### src/design/bmia_pkg.sv
package bmia_pkg;

    // Default geometry of the usage bitmap
    localparam int ID_COUNT_DEF  = 1024;
    localparam int WORD_BITS_DEF = 32;

    // Field widths
    localparam int FID_W    = 11;
    localparam int GRANT_W  = 10;
    localparam int STATUS_W = 2;
    localparam int S_DATA_W = 16;
    localparam int M_DATA_W = 16;

    // Request kinds
    localparam logic ACT_ALLOC = 1'b0;
    localparam logic ACT_FREE  = 1'b1;

    // Result status codes
    localparam logic [STATUS_W-1:0] STAT_OK     = 2'd0;
    localparam logic [STATUS_W-1:0] STAT_FULL   = 2'd1;
    localparam logic [STATUS_W-1:0] STAT_BAD_ID = 2'd2;

endpackage

### src/design/bmia_ram.sv
module bmia_ram #(
    parameter int DEPTH = 32,
    parameter int WIDTH = 32,
    parameter int AW    = 5
) (
    input  logic             i_clk,
    input  logic             i_rd_en,
    input  logic [AW-1:0]    i_rd_addr,
    output logic [WIDTH-1:0] o_rd_data,
    input  logic             i_wr_en,
    input  logic [AW-1:0]    i_wr_addr,
    input  logic [WIDTH-1:0] i_wr_data
);

    logic [WIDTH-1:0] r_mem [DEPTH];
    logic [WIDTH-1:0] r_rd_data;

    always_ff @(posedge i_clk) begin
        if (i_wr_en) begin
            r_mem[i_wr_addr] <= i_wr_data;
        end
    end

    always_ff @(posedge i_clk) begin
        if (i_rd_en) begin
            r_rd_data <= r_mem[i_rd_addr];
        end
    end

    assign o_rd_data = r_rd_data;

endmodule

### src/design/bmia_find0.sv
module bmia_find0 #(
    parameter int WIDTH = 32,
    parameter int IW    = 5
) (
    input  logic [WIDTH-1:0] i_word,
    output logic             o_found,
    output logic [IW-1:0]    o_index
);

    // Lowest clear bit wins: walk from the top so lower hits overwrite
    always_comb begin
        o_found = 1'b0;
        o_index = '0;
        for (int i = WIDTH - 1; i >= 0; i--) begin
            if (!i_word[i]) begin
                o_found = 1'b1;
                o_index = IW'(i);
            end
        end
    end

endmodule

### src/design/bitmap_id_allocator_core.sv
// First-free identifier allocator. ID_COUNT identifiers are tracked as a
// usage bitmap of ceil(ID_COUNT / WORD_BITS) words held in a single-port-read,
// single-port-write RAM. After reset the block sweeps the RAM to zero, one word
// per cycle, and accepts no item during that sweep (32 words at the default
// geometry). An item on the slave side carries the request kind in tuser
// (0 allocate, 1 free) and the identifier to free in tdata. Each item yields
// exactly one result: granted identifier in tdata, status in tuser (0 ok,
// 1 no free identifier, 2 invalid identifier). One item is in work at a time.
// An allocate reads the bitmap one word per cycle from word 0 until it finds
// a word with a clear bit or has read the last word; a free reads the word
// that holds the identifier and writes it back with that bit cleared, and a
// free of an invalid identifier goes straight to the result. The result
// register lets the next item enter while a result still waits downstream.
module bitmap_id_allocator_core #(
    parameter int ID_COUNT  = bmia_pkg::ID_COUNT_DEF,
    parameter int WORD_BITS = bmia_pkg::WORD_BITS_DEF
) (
    input  logic                          i_clk,
    input  logic                          i_rst_n,
    // s_axis_tdata: [10:0] free_id, [15:11] zero
    input  logic [bmia_pkg::S_DATA_W-1:0] s_axis_tdata,
    // s_axis_tuser: [0] action
    input  logic                          s_axis_tuser,
    input  logic                          s_axis_tvalid,
    output logic                          s_axis_tready,
    // m_axis_tdata: [9:0] granted_id, [15:10] zero
    output logic [bmia_pkg::M_DATA_W-1:0] m_axis_tdata,
    // m_axis_tuser: [1:0] status
    output logic [bmia_pkg::STATUS_W-1:0] m_axis_tuser,
    output logic                          m_axis_tvalid,
    input  logic                          m_axis_tready
);

    localparam int FID_W      = bmia_pkg::FID_W;
    localparam int GRANT_W    = bmia_pkg::GRANT_W;
    localparam int STATUS_W   = bmia_pkg::STATUS_W;
    localparam int WORD_TOTAL = (ID_COUNT + WORD_BITS - 1) / WORD_BITS;
    localparam int WADDR_W    = (WORD_TOTAL > 1) ? $clog2(WORD_TOTAL) : 1;
    localparam int BIT_W      = $clog2(WORD_BITS);
    localparam logic [WADDR_W-1:0] LAST_WORD = WADDR_W'(WORD_TOTAL - 1);

    // Bits of the last word at or above ID_COUNT read as used
    localparam int VALID_LAST = ID_COUNT - (WORD_TOTAL - 1) * WORD_BITS;
    localparam logic [WORD_BITS-1:0] PAD_MASK = {WORD_BITS{1'b1}} << VALID_LAST;

    // Identifier range check and id arithmetic widths
    localparam int ID_W   = $clog2(ID_COUNT) + 1;
    localparam int CMP_W  = (ID_W > FID_W) ? ID_W : FID_W;
    localparam int SUM_W  = (ID_W > GRANT_W) ? ID_W : GRANT_W;

    // Word index of a free request: exact reciprocal multiply for FID_W-bit ids
    localparam int DIV_SH  = FID_W + BIT_W;
    localparam int MUL_W   = FID_W + 2;
    localparam int PROD_W  = FID_W + MUL_W;
    localparam longint DIV_MUL = ((longint'(1) << DIV_SH) + WORD_BITS - 1) / WORD_BITS;

    localparam logic [2:0] S_CLEAR = 3'd0;
    localparam logic [2:0] S_IDLE  = 3'd1;
    localparam logic [2:0] S_SCAN  = 3'd2;
    localparam logic [2:0] S_FREE  = 3'd3;
    localparam logic [2:0] S_RESP  = 3'd4;

    logic [2:0]          r_state, n_state;
    logic [WADDR_W-1:0]  r_addr, n_addr;
    logic [FID_W-1:0]    r_fid, n_fid;
    logic [FID_W-1:0]    r_quot, n_quot;
    logic [GRANT_W-1:0]  r_res_gid, n_res_gid;
    logic [STATUS_W-1:0] r_res_st, n_res_st;
    logic                r_out_valid, n_out_valid;
    logic [GRANT_W-1:0]  r_out_gid, n_out_gid;
    logic [STATUS_W-1:0] r_out_st, n_out_st;

    logic                 w_rd_en;
    logic [WADDR_W-1:0]   w_rd_addr;
    logic [WORD_BITS-1:0] w_rd_data;
    logic                 w_wr_en;
    logic [WORD_BITS-1:0] w_wr_data;

    logic [FID_W-1:0]     w_in_fid;
    logic                 w_in_acc;
    logic                 w_fid_ok;
    logic [PROD_W-1:0]    w_prod;
    logic [PROD_W-1:0]    w_quot_full;
    logic [FID_W-1:0]     w_qd;
    logic [FID_W-1:0]     w_rem;
    logic [WORD_BITS-1:0] w_free_bit;
    logic [WORD_BITS-1:0] w_scan_word;
    logic                 w_found;
    logic [BIT_W-1:0]     w_found_idx;
    logic [SUM_W-1:0]     w_id;
    logic                 w_slot;

    assign s_axis_tready = (r_state == S_IDLE);
    assign w_in_acc      = s_axis_tvalid && s_axis_tready;
    assign w_in_fid      = s_axis_tdata[FID_W-1:0];
    assign w_fid_ok      = CMP_W'(w_in_fid) < CMP_W'(ID_COUNT);

    assign w_prod      = PROD_W'(w_in_fid) * PROD_W'(DIV_MUL);
    assign w_quot_full = w_prod >> DIV_SH;

    assign w_qd       = r_quot * FID_W'(WORD_BITS);
    assign w_rem      = r_fid - w_qd;
    assign w_free_bit = WORD_BITS'(1) << w_rem[BIT_W-1:0];

    assign w_scan_word = w_rd_data | ((r_addr == LAST_WORD) ? PAD_MASK : '0);
    assign w_id        = SUM_W'(r_addr) * SUM_W'(WORD_BITS) + SUM_W'(w_found_idx);

    assign w_slot = !r_out_valid || m_axis_tready;

    bmia_find0 #(
        .WIDTH (WORD_BITS),
        .IW    (BIT_W)
    ) u_find0 (
        .i_word  (w_scan_word),
        .o_found (w_found),
        .o_index (w_found_idx)
    );

    bmia_ram #(
        .DEPTH (WORD_TOTAL),
        .WIDTH (WORD_BITS),
        .AW    (WADDR_W)
    ) u_ram (
        .i_clk     (i_clk),
        .i_rd_en   (w_rd_en),
        .i_rd_addr (w_rd_addr),
        .o_rd_data (w_rd_data),
        .i_wr_en   (w_wr_en),
        .i_wr_addr (r_addr),
        .i_wr_data (w_wr_data)
    );

    always_comb begin
        n_state     = r_state;
        n_addr      = r_addr;
        n_fid       = r_fid;
        n_quot      = r_quot;
        n_res_gid   = r_res_gid;
        n_res_st    = r_res_st;
        n_out_valid = r_out_valid && !m_axis_tready;
        n_out_gid   = r_out_gid;
        n_out_st    = r_out_st;
        w_rd_en     = 1'b0;
        w_rd_addr   = r_addr;
        w_wr_en     = 1'b0;
        w_wr_data   = '0;

        unique case (r_state)
            S_CLEAR: begin
                w_wr_en = 1'b1;
                if (r_addr == LAST_WORD) begin
                    n_addr  = '0;
                    n_state = S_IDLE;
                end else begin
                    n_addr = r_addr + 1'b1;
                end
            end
            S_IDLE: begin
                if (w_in_acc) begin
                    if (s_axis_tuser == bmia_pkg::ACT_ALLOC) begin
                        w_rd_en   = 1'b1;
                        w_rd_addr = '0;
                        n_addr    = '0;
                        n_state   = S_SCAN;
                    end else if (w_fid_ok) begin
                        w_rd_en   = 1'b1;
                        w_rd_addr = WADDR_W'(w_quot_full);
                        n_addr    = WADDR_W'(w_quot_full);
                        n_fid     = w_in_fid;
                        n_quot    = w_quot_full[FID_W-1:0];
                        n_state   = S_FREE;
                    end else begin
                        n_res_gid = '0;
                        n_res_st  = bmia_pkg::STAT_BAD_ID;
                        n_state   = S_RESP;
                    end
                end
            end
            S_SCAN: begin
                if (w_found) begin
                    w_wr_en   = 1'b1;
                    w_wr_data = w_rd_data | (WORD_BITS'(1) << w_found_idx);
                    n_res_gid = w_id[GRANT_W-1:0];
                    n_res_st  = bmia_pkg::STAT_OK;
                    n_state   = S_RESP;
                end else if (r_addr == LAST_WORD) begin
                    n_res_gid = '0;
                    n_res_st  = bmia_pkg::STAT_FULL;
                    n_state   = S_RESP;
                end else begin
                    // skip the full word, fetch the next
                    w_rd_en   = 1'b1;
                    w_rd_addr = r_addr + 1'b1;
                    n_addr    = r_addr + 1'b1;
                end
            end
            S_FREE: begin
                w_wr_en   = 1'b1;
                w_wr_data = w_rd_data & ~w_free_bit;
                n_res_gid = '0;
                n_res_st  = bmia_pkg::STAT_OK;
                n_state   = S_RESP;
            end
            S_RESP: begin
                // hold until the output register is free
                if (w_slot) begin
                    n_out_valid = 1'b1;
                    n_out_gid   = r_res_gid;
                    n_out_st    = r_res_st;
                    n_state     = S_IDLE;
                end
            end
            default: begin
                n_state = S_CLEAR;
                n_addr  = '0;
            end
        endcase
    end

    always_ff @(posedge i_clk) begin
        if (!i_rst_n) begin
            r_state     <= S_CLEAR;
            r_addr      <= '0;
            r_out_valid <= 1'b0;
        end else begin
            r_state     <= n_state;
            r_addr      <= n_addr;
            r_out_valid <= n_out_valid;
        end
    end

    always_ff @(posedge i_clk) begin
        r_fid     <= n_fid;
        r_quot    <= n_quot;
        r_res_gid <= n_res_gid;
        r_res_st  <= n_res_st;
        r_out_gid <= n_out_gid;
        r_out_st  <= n_out_st;
    end

    assign m_axis_tvalid = r_out_valid;
    assign m_axis_tdata  = bmia_pkg::M_DATA_W'(r_out_gid);
    assign m_axis_tuser  = r_out_st;

endmodule

### config.mk
export PLATFORM = sky130hd
export DESIGN_NAME = bitmap_id_allocator_core
export DESIGN_NICKNAME = d
export VERILOG_FILES = /design/src/design/bmia_pkg.sv /design/src/design/bmia_ram.sv /design/src/design/bmia_find0.sv /design/src/design/bitmap_id_allocator_core.sv
export SDC_FILE = /design/constraint.sdc
export NUM_CORES = 1
export LEC_CHECK = 0
export ABC_CLOCK_PERIOD_IN_PS = 4100
export BUFFER_PORTS_ARGS = -buffer_cell sky130_fd_sc_hd__buf_2
export CORE_MARGIN = 2
export CORE_UTILIZATION = 57
export CTS_CLUSTER_DIAMETER = 80
export DETAILED_ROUTE_END_ITERATION = 16
export GPL_TIMING_DRIVEN = 0
export PLACE_DENSITY = 0.72
export SLEW_MARGIN = 20
export SYNTH_ARGS = -nofsm -noshare
export SYNTH_HDL_FRONTEND = slang
export SYNTH_SLANG_ARGS = --single-unit
### constraint.sdc
create_clock -name i_clk -period 4.1 [get_ports i_clk]
set_input_delay 1.025 -clock i_clk [delete_from_list [all_inputs] [get_ports i_clk]]
set_output_delay 1.025 -clock i_clk [all_outputs]
set_load 0.03 [all_outputs]
==> results.md, run 1 <==
* Required time of the critical path at ~4600 ps
* Hold wc startpoint: r_res_st[1]
* Seq cells post-synth at 1094
* Final net count at ~3800
* Post-route ant nets at 0
* CTS root buffer: clkbuf_16
* Cts hold-fix bufs at 0
* Sink Count at 1094
* Commonest non-fill, non-tap cell in the layout: nand2_1
* Max Freq at ~240 MHz
* Site Rows at approximately 100
* Worst Tran Pin Value at 1390 ps
* WL/cell at 27.7 um
* GRT Residual Overflow at 0
* Port Buf Inserts at 29
* P&R area growth vs syn at 16.2%
* Setup slack after layout at -21.1 ps
* Crit-path max cell delay at 480 ps
* N_diodes at 0
* CTS tree: built
* Period utilization at 101%
* CP max FO at 10
* Vert. Die Dim at around 280 um
* Slew Viols, Final at 0
* RSZ-0062 raised after global routing: true
* Critical-path cell list: nand4_1, nor4_4, buf_4, buf_4, and4_1, buf_4, o221a_4, buf_6, buf_6, buf_4, buf_2, nand2_1, nand3_1, o21ai_0, o22ai_1, a311o_1
* Clock Tree Buf Depth at 3
* Ratio of cells with drive above 1 in the final layout at ~15%
* DP Area at 0.0478 mm^2
* R2R depth at 16
* Asr flop ratio synth at 0%
* Crit-path slowest cell: edfxtp_1
* Vias in the first global route at 29255
* Final Skew at 32.1 ps
* Worst-Skew Late Latency at 690 ps
* Clock transition at path regs at 60 ps
* Initial DRC Count at 4587
* Cell family with most CP delay: buffers and inverters
* Initial Util at 57.5%
* Pin count of the biggest net entering global routing at 34
* Tmin final at 4120 ps
* Initial antenna violation count at 1
* Core box area at 0.0773 mm^2
* CP arrival at about 4600 ps
* Cell Pwr Density at 465 mW/mm^2
* Total wire length at 134000 um
* Chip width at 283 um
* DR DRC count at 0
* Mapped Avg Cell Area at around 13 um^2
* Via count at around 31000
* CTS H-Tree Depth at 3
* Most used cell, CP: buf_4
* FF-to-FF Start: u_ram.o_rd_data[31]
* Status: finished with violations
* Worst Path Buf+Inv at 7
* Vias per cell at around 6.4
* Most frequent cells in the layout: nand2_1 (1105), edfxtp_1 (1085), nand3_1 (389)
* First-pass GRT wire length at 192000 um
* Final RePlAce weighted congestion at 0.994
* WHS Path Cells at 0
* Rel. slew slack at 6.45%
* Failing checks: negative setup slack
* CTS buffer count at 106
* Post-DP HPWL at 91500 um
* Final Cell Area at 0.0517 mm^2
* IO Count at 41
* Critical Path End Type: flip-flop
* Critical path class: reg2reg
* Leak Pwr at between 15 and 20 nW
* Cells after synthesis at 3501
* Hold worst-path end: m_axis_tuser[1]
* Max rail drop VDD at 0.348 mV
* Primary FF master, synth: edfxtp_1
* Die Area at between 0.08 and 0.09 mm^2
* Sequential share of the synthesized area at around 74%
* Synth warn at 0
* DP Worst Slack at -1390 ps
* Gr usage total at between 30 and 40%
* Post-Syn Area at 0.0445 mm^2
* Tot Pwr at about 0.024 W
* Final Hold Viols at 0
* Min Hold Slack at 418 ps
* EDFF count, synth at 1085
* Finish-stage setup viols at 1
* Netlist cell types at 77
* R2R setup slack at -20 ps
* Max-cap viol count at 0
* Setup crit start kind: flip-flop
* Reg2reg end: u_ram.o_rd_data[26]
* DR pass1 iterations at 9
* Worst hold path class: reg2reg
[through the flow]
stage | std cells | TNS, ps | utilization (%)
final | 4852 | -21.1 | 66.9
after global routing | 4852 | -2260 | 66.9
after CTS | 4846 | 0 | 66.6
after detailed placement | 4636 | -33960 | 61.8
after global placement | 4575 | -2744590 | 59.4
after floorplan | 3506 | 0 | -
[metal layers]
layer	wire (um)	track usage (%)
met3	15100	5.98
met4	7590	16.8
met2	60600	50.2
met5	18	0
met1	51200	45.4
[logic make-up after synthesis]
| group | synth area share [%] |
|---|---|
| compound gates | 6.84 |
| xor+xnor | 0.0197 |
| fa+ha+maj | 0.197 |
| buf+inv | 2.48 |
| flops | 73.6 |
| mux | 0.183 |
| other cells | 0.00843 |
| simple gates | 16.6 |
[flip-flops by register name, summed over array words and instances (netlist names)]
name and count:
r_state 3, m_axis_tuser 2, r_addr 5, r_out_gid 10, u_ram.r_mem 1024, r_res_st 2
r_res_gid 10, u_ram.o_rd_data 32, r_fid 5, m_axis_tvalid 1
[worst max path at each step]
stage,start,to,slack (ps),cells past startpoint
after floorplan,u_ram.o_rd_data[18],u_ram.r_mem[0][18],290,8
after global placement,u_ram.o_rd_data[31],u_ram.r_mem[11][5],-2500,9
after detailed placement,r_addr[0],u_ram.o_rd_data[0],-1390,16
after CTS,u_ram.o_rd_data[31],u_ram.o_rd_data[5],5,13
after global routing,u_ram.o_rd_data[5],u_ram.r_mem[8][23],-70,10
final,u_ram.o_rd_data[31],u_ram.o_rd_data[26],-20,16
[Yosys cell counts, types with 4 or more instances]
master / count / share of area (%)
o21ai_0: 121 / 1.4
nor2b_1: 10 / 0.14
buf_1: 17 / 0.14
nand3b_1: 31 / 0.52
a31oi_1: 11 / 0.15
and3_1: 39 / 0.55
nor3b_1: 7 / 0.12
nor3_1: 9 / 0.10
nand4_1: 9 / 0.13
edfxtp_1: 1085 / 73
buf_4: 17 / 0.29
buf_2: 105 / 1.2
nor2_1: 64 / 0.54
and2_1: 5 / 0.070
clkbuf_1: 73 / 0.62
or2_2: 5 / 0.070
ha_1: 7 / 0.20
o22ai_1: 32 / 0.45
a32oi_1: 5 / 0.098
o21ai_1: 5 / 0.056
a21oi_1: 103 / 1.2
o221ai_1: 4 / 0.079
mux2i_1: 7 / 0.16
a311o_1: 57 / 1.3
nand2b_1: 6 / 0.084
nand2_1: 1107 / 9.3
a311oi_1: 66 / 1.3
inv_1: 20 / 0.17
dfxtp_1: 9 / 0.40
or3_1: 4 / 0.056
nand3_1: 390 / 4.4
[timing repair]
| action | 4_1_cts | 5_1_grt |
|---|---|---|
| resized for setup | 87 | 73 |
| endpoints found under the setup margin | 64 | 250 |
| setup buffers | 18 | 5 |
| cloned | 0 | 3 |
| pin swaps | 8 | 14 |
[power by group]
part / switching [W] / internal [W]
registers: 0.0000345 / 0.0123
clock network: 0.00417 / 0.00520
logic: 0.00164 / 0.000727
total: 0.00584 / 0.0182
[final cells by class]
cell class | count | area [um^2]
inverters | 21 | 78.8
well taps | 1040 | 1300
flip-flops and latches | 1094 | 32800
repair buffers | 113 | 1650
clock buffers | 129 | 2820
clock inverters | 64 | 473
multi-input cells | 2179 | 11400
fillers | 5402 | 25600
plain buffers | 212 | 1240
[worst reg2reg max path, cell delays in order (launching register included)]
cell,delay [ps]
edfxtp_1,480
nand4_1,290
nor4_4,340
buf_4,210
buf_4,160
and4_1,180
buf_4,180
o221a_4,240
buf_6,180
buf_6,170
buf_4,340
buf_2,310
nand2_1,80
nand3_1,90
o21ai_0,90
o22ai_1,360
a311o_1,250
Note: power is estimated with default switching activity, not from simulation.
==> run 2, diff against run 1 <==
Settings changed: ABC_AREA set to 1, CORE_UTILIZATION 57 to 55, PLACE_DENSITY 0.72 to 0.7.
==> run 2 against run 1 <==
  * The flow now finishes without violations
  * Maximum frequency up 1.8%
  * Critical path depth shrank 2
  * Total power grew 1.3%
  * Routed wire length up 1.2%
  * Clock power is 6.2% higher
  * Synthesized cell count shrank 6.7%
  * Sequential share of layout area decreased by 2.5 points
  * Worst setup slack improved by 73 ps
  * Largest power group unchanged
  * Highest routed layer is now met4
==> results.md, run 2 <==
* Cell Pwr Density at 452 mW/mm^2
* Crit-path max cell delay at roughly 830 ps
* Fillcell total at 5525
* Vert. Die Dim at approximately 290 um
* Max rail drop VDD at 0.359 mV
* Post-route ant nets at 0
* Initial DRC Count at 4583
* Mapped Avg Cell Area at roughly 14 um^2
* EDFF count, synth at 1085
* Period utilization at a little over nine tenths
* Status: complete, no violations
* Most used cell, CP: nand3_1
* Cts hold-fix bufs at 0
* CP arrival at 4560 ps
* Clock Power Share at about two fifths
* Clock transition at path regs at around 70 ps
* Setup crit start kind: flip-flop
* Sequential share of the synthesized area at about 72%
* Top reg by flops: u_ram.r_mem
* Tot Pwr at between 0.02 and 0.025 W
* Worst Path Buf+Inv at 5
* Cell Int Power at about 0.019 W
* IO Count at 41
* Worst Tran Pin Value at roughly 1100 ps
* Cells after synthesis at 3266
* Max Freq at 247 MHz
* Most frequent cells after synthesis: edfxtp_1 (1085), nand3_1 (740), nand2_1 (392)
* Most frequent cells in the layout: edfxtp_1 (1085), nand3_1 (700), nand2_1 (373)
* Initial Util at 55.3%
* Switching portion of total power at 23.4%
* Synth top area share at 72.0%
* Worst-Skew Late Latency at 700 ps
* Leak Pwr at 16.9 nW
* Commonest non-fill, non-tap cell in the layout: edfxtp_1
* Core box area at 0.0818 mm^2
* Post-Syn Area at 0.0453 mm^2
* Dominant cell type by area after synthesis: edfxtp_1
* CTS root buffer: clkbuf_16
* Primary FF master, synth: edfxtp_1
* Worst hold path class: reg2reg
* Proportion of power drawn by flip-flops and latches at 50.6%
* Largest register FFs at just over 1000
* CTS buffer count at 106
* Vias in the first global route at 29182
* Initial antenna violation count at 4
* Ratio of cells with drive above 1 in the final layout at 20.0%
* Net switching power at 0.00569 W
* Slew Viols, Final at 0
* First-pass GRT wire length at between 150000 and 200000 um
* Final net count at 3559
* Required time of the critical path at 4620 ps
* Crit-path slowest cell: clkbuf_1
* Total wire length at 136000 um
* CTS tree: built
* Netlist cell types at 39
* Final Skew at ~23 ps
* Cell family with most CP delay: buffers and inverters
* Die Area at ~0.085 mm^2
* Pin count of the biggest net entering global routing at 33
* Asr flop ratio synth at 0%
* Site Rows at between 100 and 150
* Post-DP HPWL at 93600 um
* Tmin final at roughly 4000 ps
* DR DRC count at 0
* Via count at 30339
* Most common cell in the netlist: edfxtp_1
* Critical Path End Type: flip-flop
* Rel. slew slack at just under 30%
* Synth warn at 0
* Port Buf Inserts at 29
* Gr usage total at 31.6%
* Clock Tree Buf Depth at 3
* Critical path class: reg2reg
* Final RePlAce weighted congestion at ~1.0
* Synth area leaders: edfxtp_1 (72%), nand3_1 (8.2%), o211ai_1 (4.3%)
* CP max FO at 10
* Finish-stage setup viols at 0
* DP Worst Slack at -967 ps
* Chip width at approximately 290 um
* Vias per cell at 6.46
* GRT Residual Overflow at 0
* Comb pwr share at 8.5%
* CTS H-Tree Depth at 3
* Seq cells post-synth at 1094
* WL/cell at roughly 29 um
* RSZ-0062 raised after global routing: true
* Final Hold Viols at 0
* DR pass1 iterations at 8
* Setup slack after layout at 52.0 ps
* Sink Count at between 1000 and 1500
* P&R area growth vs syn at 18.9%
* Critical-path cell list: inv_2, nor2_1, inv_2, nor2_1, inv_2, nand3_1, clkbuf_1, clkbuf_1, nand3_1, nand3_1, o211ai_1, nand3_1, nand3_1, nand2_1
* Max-cap viol count at 0
## run 2: final timing paths
check              start             endpoint  slack [ps]  depth (start not counted)
max reg2reg   r_state[1]  u_ram.o_rd_data[31]          50                         14
max           r_state[1]  u_ram.o_rd_data[31]          50                         14
min          r_res_st[0]      m_axis_tuser[0]         420                          0
min reg2reg  r_res_st[0]      m_axis_tuser[0]         420                          0
## run 2: cells by family after synthesis
| family | count (synthesis) | share of synthesized area [%] |
|---|---|---|
| buf+inv | 302 | 2.86 |
| simple gates | 1266 | 12.8 |
| other cells | 1 | 0.00828 |
| fa+ha+maj | 7 | 0.193 |
| xor+xnor | 2 | 0.0387 |
| flops | 1094 | 72.4 |
| mux | 256 | 6.37 |
| compound gates | 338 | 5.36 |
## run 2: power by group through the flow
stage / sequential [W] / combinational, W / clock [W]
floorplan: 0.0125 / 0.00116 / 0
global placement: 0.0126 / 0.00181 / 0
detailed placement: 0.0126 / 0.00191 / 0
CTS: 0.0123 / 0.00195 / 0.00999
global route: 0.0123 / 0.00218 / 0.0104
finish: 0.0123 / 0.00208 / 0.00995
## run 2: layer usage
metal | up-vias | GRT usage, % | routed length (um)
met5 | - | 0 | 0
met2 | 2035 | 46.9 | 60100
li1 | 12998 | - | -
met1 | 14996 | 43.3 | 51500
met3 | 310 | 7.24 | 16100
met4 | 0 | 18.2 | 8460
## run 2: area by class of cell
class / count / area (um^2) / area share, %
diodes: 6 / 15.0 / 0.0279
clock buffers: 134 / 2760 / 5.12
inverters: 64 / 251 / 0.467
plain buffers: 236 / 1260 / 2.33
multi-input cells: 1876 / 12200 / 22.7
repair buffers: 153 / 2480 / 4.61
well taps: 1070 / 1340 / 2.49
flip-flops and latches: 1094 / 32800 / 60.9
clock inverters: 64 / 778 / 1.45
## run 2: through the flow
stage	instances	TNS, ps	cell area [um^2]	utilization, %	hold WS (ps)
CTS	4642	0	52700	64.3	413
floorplan	3271	0	45300	-	400
finish	4697	0	53800	65.8	417
global placement	4370	-1824140	46800	57.1	402
global route	4691	-936	53800	65.8	426
detailed placement	4429	-147100	48700	59.5	405
## run 2: what timing repair did
item | 4_1_cts | 5_1_grt
setup endpoints to repair | 320 | 893
setup buffers | 17 | 48
gates cloned | 0 | 1
pin swaps | 9 | 28
gates resized for setup | 60 | 177
